<file path="config.mk">
export PLATFORM = sky130hd
export DESIGN_NAME = longest_non_increasing_subsequence_flat
export DESIGN_NICKNAME = d
export VERILOG_FILES = /design/src/design/lnis_pkg.sv /design/src/design/lnis_if.sv /design/src/design/lnis_ram.sv /design/src/design/lnis_fifo.sv /design/src/design/lnis_front.sv /design/src/design/lnis_back.sv /design/src/design/longest_non_increasing_subsequence.sv /design/src/flat_wrapper.sv
export SDC_FILE = /design/constraint.sdc
export NUM_CORES = 2
export LEC_CHECK = 0
export BUFFER_PORTS_ARGS = -buffer_cell sky130_fd_sc_hd__buf_2
export CAP_MARGIN = 15
export CELL_PAD_IN_SITES_DETAIL_PLACEMENT = 1
export CELL_PAD_IN_SITES_GLOBAL_PLACEMENT = 1
export CORE_MARGIN = 5
export CORE_UTILIZATION = 40
export CTS_BUF_LIST = sky130_fd_sc_hd__clkbuf_4
export DETAILED_ROUTE_END_ITERATION = 16
export PLACE_DENSITY_LB_ADDON = 0.1
export RECOVER_POWER = 50
export SETUP_SLACK_MARGIN = 0.2
export SKIP_CTS_REPAIR_TIMING = 1
export SYNTH_ARGS = -nofsm -noshare
export SYNTH_HDL_FRONTEND = slang
export SYNTH_SLANG_ARGS = --single-unit
</file>
<file path="constraint.sdc">
create_clock -name clk_i -period 10.4 [get_ports clk_i]
set_input_delay 0.52 -clock clk_i [delete_from_list [all_inputs] [get_ports clk_i]]
set_output_delay 0.52 -clock clk_i [all_outputs]
set_load 0.1 [all_outputs]
</file>
<file path="src/design/lnis_pkg.sv">
// ----------------------------------------------------------------------------
// lnis_pkg
// Shared widths, constants and types of the longest non-increasing
// subsequence engine.
// ----------------------------------------------------------------------------
package lnis_pkg;

  localparam int unsigned VALUE_W = 16;
  localparam int unsigned CHAIN_W = 8;
  localparam int unsigned ENTRY_W = VALUE_W + CHAIN_W;

  localparam logic [CHAIN_W-1:0] CHAIN_MAX = {CHAIN_W{1'b1}};

  typedef struct packed {
    logic last;
    logic keep;
  } cls_t;

endpackage

</file>
<file path="src/design/lnis_if.sv">
// ----------------------------------------------------------------------------
// lnis_if
// Valid/ready channels: sequence elements in, subsequence lengths out.
// ----------------------------------------------------------------------------
interface lnis_in_if;
  import lnis_pkg::*;

  logic               valid;
  logic               ready;
  logic [VALUE_W-1:0] value;
  logic               last;

  modport source (output valid, output value, output last, input ready);
  modport sink (input valid, input value, input last, output ready);
endinterface

interface lnis_out_if;
  import lnis_pkg::*;

  logic               valid;
  logic               ready;
  logic [CHAIN_W-1:0] length;
  logic               overflow;

  modport source (output valid, output length, output overflow, input ready);
  modport sink (input valid, input length, input overflow, output ready);
endinterface

</file>
<file path="src/design/lnis_ram.sv">
// ----------------------------------------------------------------------------
// lnis_ram
// Generic single-write, single-read RAM with registered read data.
// ----------------------------------------------------------------------------
module lnis_ram #(
  parameter int unsigned WIDTH = 8,
  parameter int unsigned DEPTH = 16
) (
  input  logic                     clk_i,
  input  logic                     we_i,
  input  logic [$clog2(DEPTH)-1:0] waddr_i,
  input  logic [WIDTH-1:0]         wdata_i,
  input  logic [$clog2(DEPTH)-1:0] raddr_i,
  output logic [WIDTH-1:0]         rdata_o
);

  logic [WIDTH-1:0] mem_q [DEPTH];
  logic [WIDTH-1:0] rdata_q;

  always_ff @(posedge clk_i) begin
    if (we_i) begin
      mem_q[waddr_i] <= wdata_i;
    end
    rdata_q <= mem_q[raddr_i];
  end

  assign rdata_o = rdata_q;

endmodule

</file>
<file path="src/design/lnis_fifo.sv">
// ----------------------------------------------------------------------------
// lnis_fifo
// Two-entry queue between the classifying front end and the scan engine.
// ----------------------------------------------------------------------------
module lnis_fifo #(
  parameter int unsigned WIDTH = 8
) (
  input  logic             clk_i,
  input  logic             rst_ni,
  input  logic             push_i,
  input  logic [WIDTH-1:0] data_i,
  output logic             full_o,
  input  logic             pop_i,
  output logic             valid_o,
  output logic [WIDTH-1:0] data_o
);

  logic [WIDTH-1:0] mem_q [2];
  logic             wptr_q, wptr_d;
  logic             rptr_q, rptr_d;
  logic [1:0]       cnt_q, cnt_d;

  assign full_o  = (cnt_q == 2'd2);
  assign valid_o = (cnt_q != 2'd0);
  assign data_o  = mem_q[rptr_q];

  always_comb begin
    wptr_d = push_i ? ~wptr_q : wptr_q;
    rptr_d = pop_i ? ~rptr_q : rptr_q;
    cnt_d  = cnt_q + 2'(push_i) - 2'(pop_i);
  end

  always_ff @(posedge clk_i or negedge rst_ni) begin
    if (!rst_ni) begin
      wptr_q <= 1'b0;
      rptr_q <= 1'b0;
      cnt_q  <= 2'd0;
    end else begin
      wptr_q <= wptr_d;
      rptr_q <= rptr_d;
      cnt_q  <= cnt_d;
    end
  end

  always_ff @(posedge clk_i) begin
    if (push_i) begin
      mem_q[wptr_q] <= data_i;
    end
  end

endmodule

</file>
<file path="src/design/lnis_front.sv">
// ----------------------------------------------------------------------------
// lnis_front
// Accepts elements, tracks the fill of the store and tags each beat with its
// store slot, or as dropped once the store is full.
// ----------------------------------------------------------------------------
module lnis_front #(
  parameter int unsigned MAX_ELEMENTS = 128,
  localparam int unsigned ADDR_W = $clog2(MAX_ELEMENTS)
) (
  input  logic                        clk_i,
  input  logic                        rst_ni,
  lnis_in_if.sink                     in_i,
  input  logic                        full_i,
  output logic                        push_o,
  output lnis_pkg::cls_t              cls_o,
  output logic [ADDR_W-1:0]           idx_o,
  output logic [lnis_pkg::VALUE_W-1:0] value_o
);
  import lnis_pkg::*;

  localparam int unsigned CNT_W = $clog2(MAX_ELEMENTS + 1);

  logic [CNT_W-1:0] cnt_q, cnt_d;
  logic             keep;

  assign in_i.ready = !full_i;
  assign push_o     = in_i.valid && !full_i;
  assign keep       = (cnt_q < CNT_W'(MAX_ELEMENTS));
  assign cls_o.last = in_i.last;
  assign cls_o.keep = keep;
  assign idx_o      = cnt_q[ADDR_W-1:0];
  assign value_o    = in_i.value;

  always_comb begin
    cnt_d = cnt_q;
    if (push_o) begin
      if (in_i.last) begin
        cnt_d = '0;
      end else if (keep) begin
        cnt_d = cnt_q + CNT_W'(1);
      end
    end
  end

  always_ff @(posedge clk_i or negedge rst_ni) begin
    if (!rst_ni) begin
      cnt_q <= '0;
    end else begin
      cnt_q <= cnt_d;
    end
  end

endmodule

</file>
<file path="src/design/lnis_back.sv">
// ----------------------------------------------------------------------------
// lnis_back
// Scan engine: for each kept element, reads all earlier entries one per
// cycle, keeps the best chain ending at a value not below it, writes the new
// entry and, on the last element, hands the longest chain to the output.
// ----------------------------------------------------------------------------
module lnis_back #(
  parameter int unsigned ADDR_W = 7
) (
  input  logic                         clk_i,
  input  logic                         rst_ni,
  input  logic                         cmd_valid_i,
  output logic                         cmd_pop_o,
  input  lnis_pkg::cls_t               cmd_cls_i,
  input  logic [ADDR_W-1:0]            cmd_idx_i,
  input  logic [lnis_pkg::VALUE_W-1:0] cmd_value_i,
  output logic                         ram_we_o,
  output logic [ADDR_W-1:0]            ram_waddr_o,
  output logic [lnis_pkg::ENTRY_W-1:0] ram_wdata_o,
  output logic [ADDR_W-1:0]            ram_raddr_o,
  input  logic [lnis_pkg::ENTRY_W-1:0] ram_rdata_i,
  lnis_out_if.source                   res_o
);
  import lnis_pkg::*;

  localparam logic [1:0] ST_IDLE  = 2'd0;
  localparam logic [1:0] ST_SCAN  = 2'd1;
  localparam logic [1:0] ST_WRITE = 2'd2;
  localparam logic [1:0] ST_EMIT  = 2'd3;

  logic [1:0]         state_q, state_d;
  logic               last_q, last_d;
  logic [CHAIN_W-1:0] max_q, max_d;
  logic               ovf_q, ovf_d;
  logic               out_valid_q, out_valid_d;

  logic [VALUE_W-1:0] val_q, val_d;
  logic [ADDR_W-1:0]  idx_q, idx_d;
  logic [ADDR_W-1:0]  rd_q, rd_d;
  logic [CHAIN_W-1:0] best_q, best_d;
  logic [CHAIN_W-1:0] out_len_q, out_len_d;
  logic               out_ovf_q, out_ovf_d;

  logic [VALUE_W-1:0] rd_value;
  logic [CHAIN_W-1:0] rd_chain;
  logic [CHAIN_W-1:0] chain_new;

  assign rd_value  = ram_rdata_i[ENTRY_W-1 -: VALUE_W];
  assign rd_chain  = ram_rdata_i[CHAIN_W-1:0];
  assign chain_new = (best_q == CHAIN_MAX) ? best_q : best_q + CHAIN_W'(1);

  assign cmd_pop_o    = (state_q == ST_IDLE) && cmd_valid_i;
  assign ram_waddr_o  = idx_q;
  assign ram_wdata_o  = {val_q, chain_new};
  assign ram_raddr_o  = rd_q;

  assign res_o.valid    = out_valid_q;
  assign res_o.length   = out_len_q;
  assign res_o.overflow = out_ovf_q;

  always_comb begin
    state_d     = state_q;
    last_d      = last_q;
    max_d       = max_q;
    ovf_d       = ovf_q;
    out_valid_d = out_valid_q;
    val_d       = val_q;
    idx_d       = idx_q;
    rd_d        = rd_q;
    best_d      = best_q;
    out_len_d   = out_len_q;
    out_ovf_d   = out_ovf_q;
    ram_we_o    = 1'b0;

    if (res_o.ready) begin
      out_valid_d = 1'b0;
    end

    unique case (state_q)
      ST_IDLE: begin
        if (cmd_valid_i) begin
          val_d  = cmd_value_i;
          idx_d  = cmd_idx_i;
          last_d = cmd_cls_i.last;
          best_d = '0;
          rd_d   = '0;
          if (!cmd_cls_i.keep) begin
            ovf_d   = 1'b1;
            state_d = cmd_cls_i.last ? ST_EMIT : ST_IDLE;
          end else if (cmd_idx_i == '0) begin
            state_d = ST_WRITE;
          end else begin
            state_d = ST_SCAN;
          end
        end
      end
      ST_SCAN: begin
        // data for entry rd_q - 1 arrives this cycle
        if (rd_q != '0 && rd_value >= val_q && rd_chain > best_q) begin
          best_d = rd_chain;
        end
        if (rd_q == idx_q) begin
          state_d = ST_WRITE;
        end else begin
          rd_d = rd_q + ADDR_W'(1);
        end
      end
      ST_WRITE: begin
        ram_we_o = 1'b1;
        if (chain_new > max_q) begin
          max_d = chain_new;
        end
        state_d = last_q ? ST_EMIT : ST_IDLE;
      end
      ST_EMIT: begin
        if (!out_valid_q || res_o.ready) begin
          out_valid_d = 1'b1;
          out_len_d   = max_q;
          out_ovf_d   = ovf_q;
          max_d       = '0;
          ovf_d       = 1'b0;
          state_d     = ST_IDLE;
        end
      end
      default: begin
        state_d = ST_IDLE;
      end
    endcase
  end

  always_ff @(posedge clk_i or negedge rst_ni) begin
    if (!rst_ni) begin
      state_q     <= ST_IDLE;
      last_q      <= 1'b0;
      max_q       <= '0;
      ovf_q       <= 1'b0;
      out_valid_q <= 1'b0;
    end else begin
      state_q     <= state_d;
      last_q      <= last_d;
      max_q       <= max_d;
      ovf_q       <= ovf_d;
      out_valid_q <= out_valid_d;
    end
  end

  always_ff @(posedge clk_i) begin
    val_q     <= val_d;
    idx_q     <= idx_d;
    rd_q      <= rd_d;
    best_q    <= best_d;
    out_len_q <= out_len_d;
    out_ovf_q <= out_ovf_d;
  end

endmodule

</file>
<file path="src/design/longest_non_increasing_subsequence.sv">
// ----------------------------------------------------------------------------
// longest_non_increasing_subsequence
// Streams in a sequence of 16-bit values and returns the length of its
// longest non-increasing subsequence.
//
// in_i carries one element per beat; last marks the end of a sequence.
// res_o carries one beat per sequence: length and an overflow flag, set when
// more than MAX_ELEMENTS elements arrived (extra elements are dropped).
// The front end takes one beat per cycle into a two-entry queue while it has
// room. The scan engine then handles one element at a time: it reads each
// earlier stored entry, one per cycle through the single RAM read port,
// then writes the new entry; a dropped element is only flagged, and the
// last element adds a step that hands over the result.
// The result sits in an output register; while res_o is stalled the engine
// keeps working and stops only when a second result is ready, and the input
// stalls once the queue is full.
// Reset empties the queue and the store fill count; no clearing pass is needed.
// ----------------------------------------------------------------------------
module longest_non_increasing_subsequence #(
  parameter int unsigned MAX_ELEMENTS = 128
) (
  input  logic        clk_i,
  input  logic        rst_ni,
  lnis_in_if.sink     in_i,
  lnis_out_if.source  res_o
);
  import lnis_pkg::*;

  localparam int unsigned ADDR_W = $clog2(MAX_ELEMENTS);
  localparam int unsigned CMD_W  = $bits(cls_t) + ADDR_W + VALUE_W;

  logic               push;
  cls_t               push_cls;
  logic [ADDR_W-1:0]  push_idx;
  logic [VALUE_W-1:0] push_value;
  logic               q_full;

  logic               cmd_valid;
  logic               cmd_pop;
  logic [CMD_W-1:0]   cmd_data;
  cls_t               cmd_cls;
  logic [ADDR_W-1:0]  cmd_idx;
  logic [VALUE_W-1:0] cmd_value;

  logic               ram_we;
  logic [ADDR_W-1:0]  ram_waddr;
  logic [ENTRY_W-1:0] ram_wdata;
  logic [ADDR_W-1:0]  ram_raddr;
  logic [ENTRY_W-1:0] ram_rdata;

  lnis_front #(
    .MAX_ELEMENTS(MAX_ELEMENTS)
  ) u_front (
    .clk_i  (clk_i),
    .rst_ni (rst_ni),
    .in_i   (in_i),
    .full_i (q_full),
    .push_o (push),
    .cls_o  (push_cls),
    .idx_o  (push_idx),
    .value_o(push_value)
  );

  lnis_fifo #(
    .WIDTH(CMD_W)
  ) u_fifo (
    .clk_i  (clk_i),
    .rst_ni (rst_ni),
    .push_i (push),
    .data_i ({push_cls, push_idx, push_value}),
    .full_o (q_full),
    .pop_i  (cmd_pop),
    .valid_o(cmd_valid),
    .data_o (cmd_data)
  );

  assign {cmd_cls, cmd_idx, cmd_value} = cmd_data;

  lnis_back #(
    .ADDR_W(ADDR_W)
  ) u_back (
    .clk_i      (clk_i),
    .rst_ni     (rst_ni),
    .cmd_valid_i(cmd_valid),
    .cmd_pop_o  (cmd_pop),
    .cmd_cls_i  (cmd_cls),
    .cmd_idx_i  (cmd_idx),
    .cmd_value_i(cmd_value),
    .ram_we_o   (ram_we),
    .ram_waddr_o(ram_waddr),
    .ram_wdata_o(ram_wdata),
    .ram_raddr_o(ram_raddr),
    .ram_rdata_i(ram_rdata),
    .res_o      (res_o)
  );

  lnis_ram #(
    .WIDTH(ENTRY_W),
    .DEPTH(MAX_ELEMENTS)
  ) u_ram (
    .clk_i  (clk_i),
    .we_i   (ram_we),
    .waddr_i(ram_waddr),
    .wdata_i(ram_wdata),
    .raddr_i(ram_raddr),
    .rdata_o(ram_rdata)
  );

  a_len_nonzero: assert property (@(posedge clk_i) disable iff (!rst_ni)
    res_o.valid |-> res_o.length != '0)
    else $error("result with zero length");

  a_beat_queued: assert property (@(posedge clk_i) disable iff (!rst_ni)
    (in_i.valid && in_i.ready) |=> cmd_valid)
    else $error("accepted beat missing from queue");

  a_write_not_pop: assert property (@(posedge clk_i) disable iff (!rst_ni)
    !(ram_we && cmd_pop))
    else $error("scan engine pops while writing an entry");

  a_kept_in_range: assert property (@(posedge clk_i) disable iff (!rst_ni)
    (cmd_pop && cmd_cls.keep) |-> (32'(cmd_idx) < MAX_ELEMENTS))
    else $error("store slot beyond depth");

endmodule

</file>
<file path="src/flat_wrapper.sv">
// flat-port wrapper written by rule: the top's interface ports become plain ports
module longest_non_increasing_subsequence_flat import lnis_pkg::*;
#(
  parameter int unsigned MAX_ELEMENTS = 128
)
  (clk_i, rst_ni, in_i_valid, in_i_value, in_i_last, in_i_ready, res_o_valid, res_o_length, res_o_overflow, res_o_ready);
  lnis_in_if in_i_i ();
  lnis_out_if res_o_i ();
  input  logic clk_i;
  input  logic rst_ni;
  input wire logic [$bits(in_i_i.valid)-1:0] in_i_valid;
  input wire logic [$bits(in_i_i.value)-1:0] in_i_value;
  input wire logic [$bits(in_i_i.last)-1:0] in_i_last;
  output wire logic [$bits(in_i_i.ready)-1:0] in_i_ready;
  output wire logic [$bits(res_o_i.valid)-1:0] res_o_valid;
  output wire logic [$bits(res_o_i.length)-1:0] res_o_length;
  output wire logic [$bits(res_o_i.overflow)-1:0] res_o_overflow;
  input wire logic [$bits(res_o_i.ready)-1:0] res_o_ready;
  assign in_i_i.valid = in_i_valid;
  assign in_i_i.value = in_i_value;
  assign in_i_i.last = in_i_last;
  assign in_i_ready = in_i_i.ready;
  assign res_o_valid = res_o_i.valid;
  assign res_o_length = res_o_i.length;
  assign res_o_overflow = res_o_i.overflow;
  assign res_o_i.ready = res_o_ready;
  longest_non_increasing_subsequence #(.MAX_ELEMENTS(MAX_ELEMENTS)) u_core (.clk_i(clk_i), .rst_ni(rst_ni), .in_i(in_i_i), .res_o(res_o_i));
endmodule
</file>
# After elaboration in Yosys (flattened, before gate mapping)
# Memory sizes are Yosys's and may differ from the RTL's. A register that Yosys moved wholly into a read port is not among the register bits.
# Index checks and enable logic that the tools add are counted.
# totals
reg_bits	72
latch_bits	0
ramBits	3122
mem_bits_ro	0
in_bits	21
output_inout_bits	11
word_cells	96
n_memories	2
# memory_table
memory	depth	word_bits	read_ports	rd_clocked_by_memory_dff	write_ports	line	source
u_core.u_ram.mem_q	128	24	1	1	1	lnis_ram.sv:17	logic [WIDTH-1:0] mem_q [DEPTH];
u_core.u_fifo.mem_q	2	25	1	0	1	lnis_fifo.sv:18	logic [WIDTH-1:0] mem_q [2];
# op_classes
addsub	5
multipliers	0
n_div	0
n_lt_le_gt_ge	4
eq_ne	13
n_shift	0
mux	32
bitwise_logic	2
reduce_logical	23
# op_table
operator	n
$mux 8	7
$pmux 8 s2	2
$add 8x1->8 const B	2
$ge 16x16->1	1
$gt 8x8->1	2
$mux 2	7
$mux 7	2
$ne 2x2->1 const B	7
$pmux 7 s2	1
$reduce_and 3->1	4
$mux 1	11
$reduce_bool 2->1	5
$eq 8x8->1 const B	1
$lt 8x8->1 const B	1
$pmux 2 s4	1
$add 7x1->7 const B	1
$eq 7x7->1	1
$logic_not 7->1	1
$reduce_bool 7->1	1
$eq 2x2->1 const B	3
$reduce_and 2->1	3
$logic_and 1x1->1	4
$reduce_and 4->1	1
$add 2x1->2	1
other kinds (7)	9

# Longest topological paths before layout
# An unclocked memory read counts as a cell.
# depth
depth_word	6
mapped_depth	15
depth_no_buf	14

# By module
# A second synthesis with hierarchy kept.
# unflattened
hier_cells	4989
area_unflattened_um2	123429.6
# by_module_without_submodules
module	instances	cells_each	area_each_um2	seq_area_each_um2
lnis_ram	1	4538	117381.3	92728.9
lnis_back	1	282	3243.1	1736.7
lnis_fifo	1	93	2104.5	1601.5
lnis_front	1	76	700.7	200.2

# Worst setup path before layout
# Ideal clock, no wire load.
# synth_path
kind	flip-flop to flip-flop
from	register u_core.u_back.best_q[0]
to	register u_core.u_back.max_q[1]
setup_time_ps	152
t_arrival_ps	8384
t_required_ps	10248
path_slack_ps	1864
stages_incl_launch_ff	15
path_buffers	1
period_less_slack_ps	8536
path_cell_list	edfxtp_1 ha_1 nand2_1 nor4_1 nand3_1 o21ai_0 ha_1 nor2b_1 o21ai_0 nand2b_1 a21oi_1 o21ai_0 o211a_1 clkbuf_1 mux2_2
# synth_via
elab_chain_cells	5
word_cells_on_any_way	8
classes_between	1 x add/sub; 1 x order compare; 2 x eq/ne; 3 x mux; 1 x reduce/logical
# synth_rtl
item	line	source
from (decl)	lnis_back.sv:40	logic [CHAIN_W-1:0] best_q, best_d;
from (signal assigned)	lnis_back.sv:151	best_q <= best_d;
$add 8x1->8 or $eq 8x8->1 (tied branches)	lnis_back.sv:50	assign chain_new = (best_q == CHAIN_MAX) ? best_q : best_q + CHAIN_W'(1);
$mux 8 *	lnis_back.sv:50	
via u_core.ram_wdata[1]	longest_non_increasing_subsequence.sv:47	logic [ENTRY_W-1:0] ram_wdata;
$gt 8x8->1	lnis_back.sv:110	if (chain_new > max_q) begin
$ne 2x2->1 (no line)	-	
$reduce_and 3->1 (no line)	-	
to (signal assigned)	lnis_back.sv:141	max_q <= max_d;
to (decl)	lnis_back.sv:33	logic [CHAIN_W-1:0] max_q, max_d;
# Mark *: on every way through the listed nets, which the timed path passes. The rest lies on a longest branch. The select of a mux whose other input is x is not followed.
# A chain may end at the register's enable or synchronous reset.

# Final worst setup path
# layout_path
from	register u_core.u_back.val_q[9]
to	memory u_core.u_ram.mem_q[120][17] in the netlist's numbering (data pin)
# layout_rtl
item	line	source
from (decl)	lnis_back.sv:37	logic [VALUE_W-1:0] val_q, val_d;
from (signal assigned)	lnis_back.sv:148	val_q <= val_d;
to (decl)	lnis_ram.sv:17	
# No word-level cell before the write port.

==> metrics <==
Routed WL 389,700 um; Worst Setup Start Kind flip-flop; Root Buffer clkbuf_4; met1 GRT Util 33.80%; core box area 308,600 um2; most common flop cell mapped by yosys edfxtp_1; hpwl dp 218,900 um; worst-margin pin slew 7.482 ns; Layout fillers 28,490; leakage power 45.04 nW; area share of the largest cell type after synthesis 76.79%; htree depth 6; first-pass GRT wire length 537,000 um; Final Cycle Share 72.21%; violations in the final reports max-capacitance violations, max-slew violations; post-layout util 45.82%; family with the most delay on the worst path buffers and inverters; CTS Sinks 3,218; final instance area 141,400 um2; gr ovfl total 0; Via density 5.726; cells after synthesis 5,552; # IOs 32; Worst Hold Class primary input to flip-flop; wire per inst 34.88 um; initial core utilization 40.16%; pre-CTS WS 5.033 ns; dominant cells by area after synthesis edfxtp_1 (77%), mux4_2 (14%), mux2i_1 (2.0%); RSZ-0062 raised after global routing false; worst vdd ir 307.2 uV; Die X 566.6 um; GRT busiest layer met2; Vias 63,970; CP Max Fanout 128; area growth from synthesis to layout 14.09%; Post-synth EDFFs 3,169; Iter 0 DRT Violations 6,825; die footprint 321,000 um2; die height 566.6 um; GRT met3 Usage 4.129%; Final Hold Vio Count 0; status complete, but fails checks; Slew Viols, Final 2,947; Yosys warnings 0; CTS Buffer Depth 4; WP buf/inv 1; Clock Latency Late Sink 1.61 ns; Tmin final 7.510 ns; Detail Route Antenna Nets 0; Final GP Congestion 0.8054; critical path arrival 7.72 ns; sum of negative setup slack 0 ns; CTS buffer count 835; slew margin rel. -398.8%; sequential area share after synthesis 77.68%; Buffers on Ports 31; GR Util All Layers 23.83%; DP Area 130,500 um2; Async SR Flop Fraction 0.7769%; Unique masters post-synth 53; worst path cell trace clkbuf_1; largest net degree at the start of global routing 130; worst setup path class flip-flop to flip-flop; vias in the first global route 67,270; area leader, netlist edfxtp_1; synthesized area 123,900 um2; required time of the critical path 10.61 ns; DRC 0; Clock transition at path regs 0.06 ns; Synth Register Bits 3,218; max-cap viol count 70; Synthesized Nets 5,611; Final #Nets 6,454; Syn Area/Cell 22.32 um2; Crit path largest cell delay 5.07 ns; drt first pass iters 5; Final WS setup 2.890 ns; slowest CP cell clkbuf_1; std cell rows 204; fmax 133.2 MHz; initial antenna violation count 40; Setup violations, final 0; share of cells above drive strength 1 34.99%; TritonCTS clock tree built; GRT met2 Usage 38.22%; Pwr Total 0.04100 W; Max Clock Skew 0.1546 ns; CP endpoint kind flip-flop; Cell Pwr Density 290.0 nW/um2
==> layout make-up <==
class,count,area [um2],share of cell area [%]
antenna,15,37.54,0.02655
clock buffer,1258,9444,6.680
clock inverter,221,1459,1.032
inverter,43,171.4,0.1212
multi-input combinational,1992,26540,18.77
sequential,3218,96270,68.09
tap,4120,5155,3.646
timing repair buffer,305,2312,1.635
==> synthesized netlist by cell type (24+ instances only) <==
cell type and n:
o21ai_0 31, nand2_1 114, inv_1 42, mux2_2 40, a22oi_1 79, mux4_2 778
buf_1 42, dfrtp_1 25, buf_2 68, mux2i_1 251, nor2_1 207, buf_4 52
nand3_1 66, edfxtp_1 3169, o221ai_1 26, dfxtp_1 24, clkbuf_1 109, nand4_1 25
a21oi_1 85, ha_1 38, buf_6 28
==> layout by cell type (no fill, tap or decap), drive strengths merged, types with 20 or more instances in the layout <==
master,instances
nor2,207
ha,38
clkbuf,1341
dfxtp,24
a22oi,79
inv,72
o22ai,21
mux4,778
nand4,25
o21ai,31
nand3,66
a21oi,85
o221ai,26
mux2i,251
dfrtp,25
edfxtp,3169
nor3,20
buf,181
dlygate4sd3,41
nand2,114
mux2,40
clkinv,178
nor2b,22
==> per-stage QoR <==
stage               std cells  hold slack, ns
finish                  11170          0.2173
CTS                     11110          -1.186
global placement         9627          0.4391
global route            11160          0.1245
detailed placement       9634          0.4433
floorplan                5552          0.2244
==> registers in the layout, indices dropped and copies added (netlist names), 7 cells and up <==
signal / cells
u_core.u_back.ram_raddr_o: 7
u_core.u_back.best_q: 8
u_core.u_back.res_o.length: 8
u_core.u_back.ram_waddr_o: 7
u_core.u_ram.rdata_o: 24
u_core.u_front.cnt_q: 8
u_core.u_back.max_q: 8
u_core.u_back.val_q: 16
u_core.u_ram.mem_q: 3072
u_core.u_fifo.mem_q: 50
==> report_power, final <==
group | total, W | internal [W] | switching, W
Combinational | 0.0129 | 0.00412 | 0.00882
Clock | 0.0111 | 0.00580 | 0.00534
Sequential | 0.0169 | 0.0166 | 0.000353
Total | 0.0410 | 0.0265 | 0.0145
==> cell families after synthesis <==
| logic type | count (synthesis) | synth area share (%) |
|---|---|---|
| AND/OR/NAND/NOR | 515 | 1.878 |
| XOR/XNOR | 22 | 0.1555 |
| buffers and inverters | 342 | 1.432 |
| multiplexers | 1069 | 16.53 |
| adder cells (fa/ha/maj) | 38 | 0.3837 |
| AO/OA/AOI/OAI | 348 | 1.939 |
| flip-flops | 3218 | 77.68 |
==> layer usage <==
metal	up-vias	wire length [um]
li1	25740	-
met3	583	25850
met4	6	11410
met2	2489	185900
met5	-	38
met1	35150	166500
==> path summary, 6_finish.rpt <==
path | start | endpoint | slack, ns | cells after the start
min in group asynchronous | rst_ni | u_core.u_front.cnt_q[0] | 1.13 | 5
max | u_core.u_back.val_q[9] | u_core.u_ram.mem_q[120][17] | 2.89 | 1
min reg2reg | u_core.u_back.ovf_q | u_core.u_back.res_o.overflow | 0.46 | 0
max reg2reg | u_core.u_back.val_q[9] | u_core.u_ram.mem_q[120][17] | 2.89 | 1
max in group asynchronous | rst_ni | u_core.u_back.max_q[0] | 8.17 | 5
min | in_i_valid | u_core.u_fifo.wptr_q | 0.22 | 4
Power figures use the tool's default switching activity.
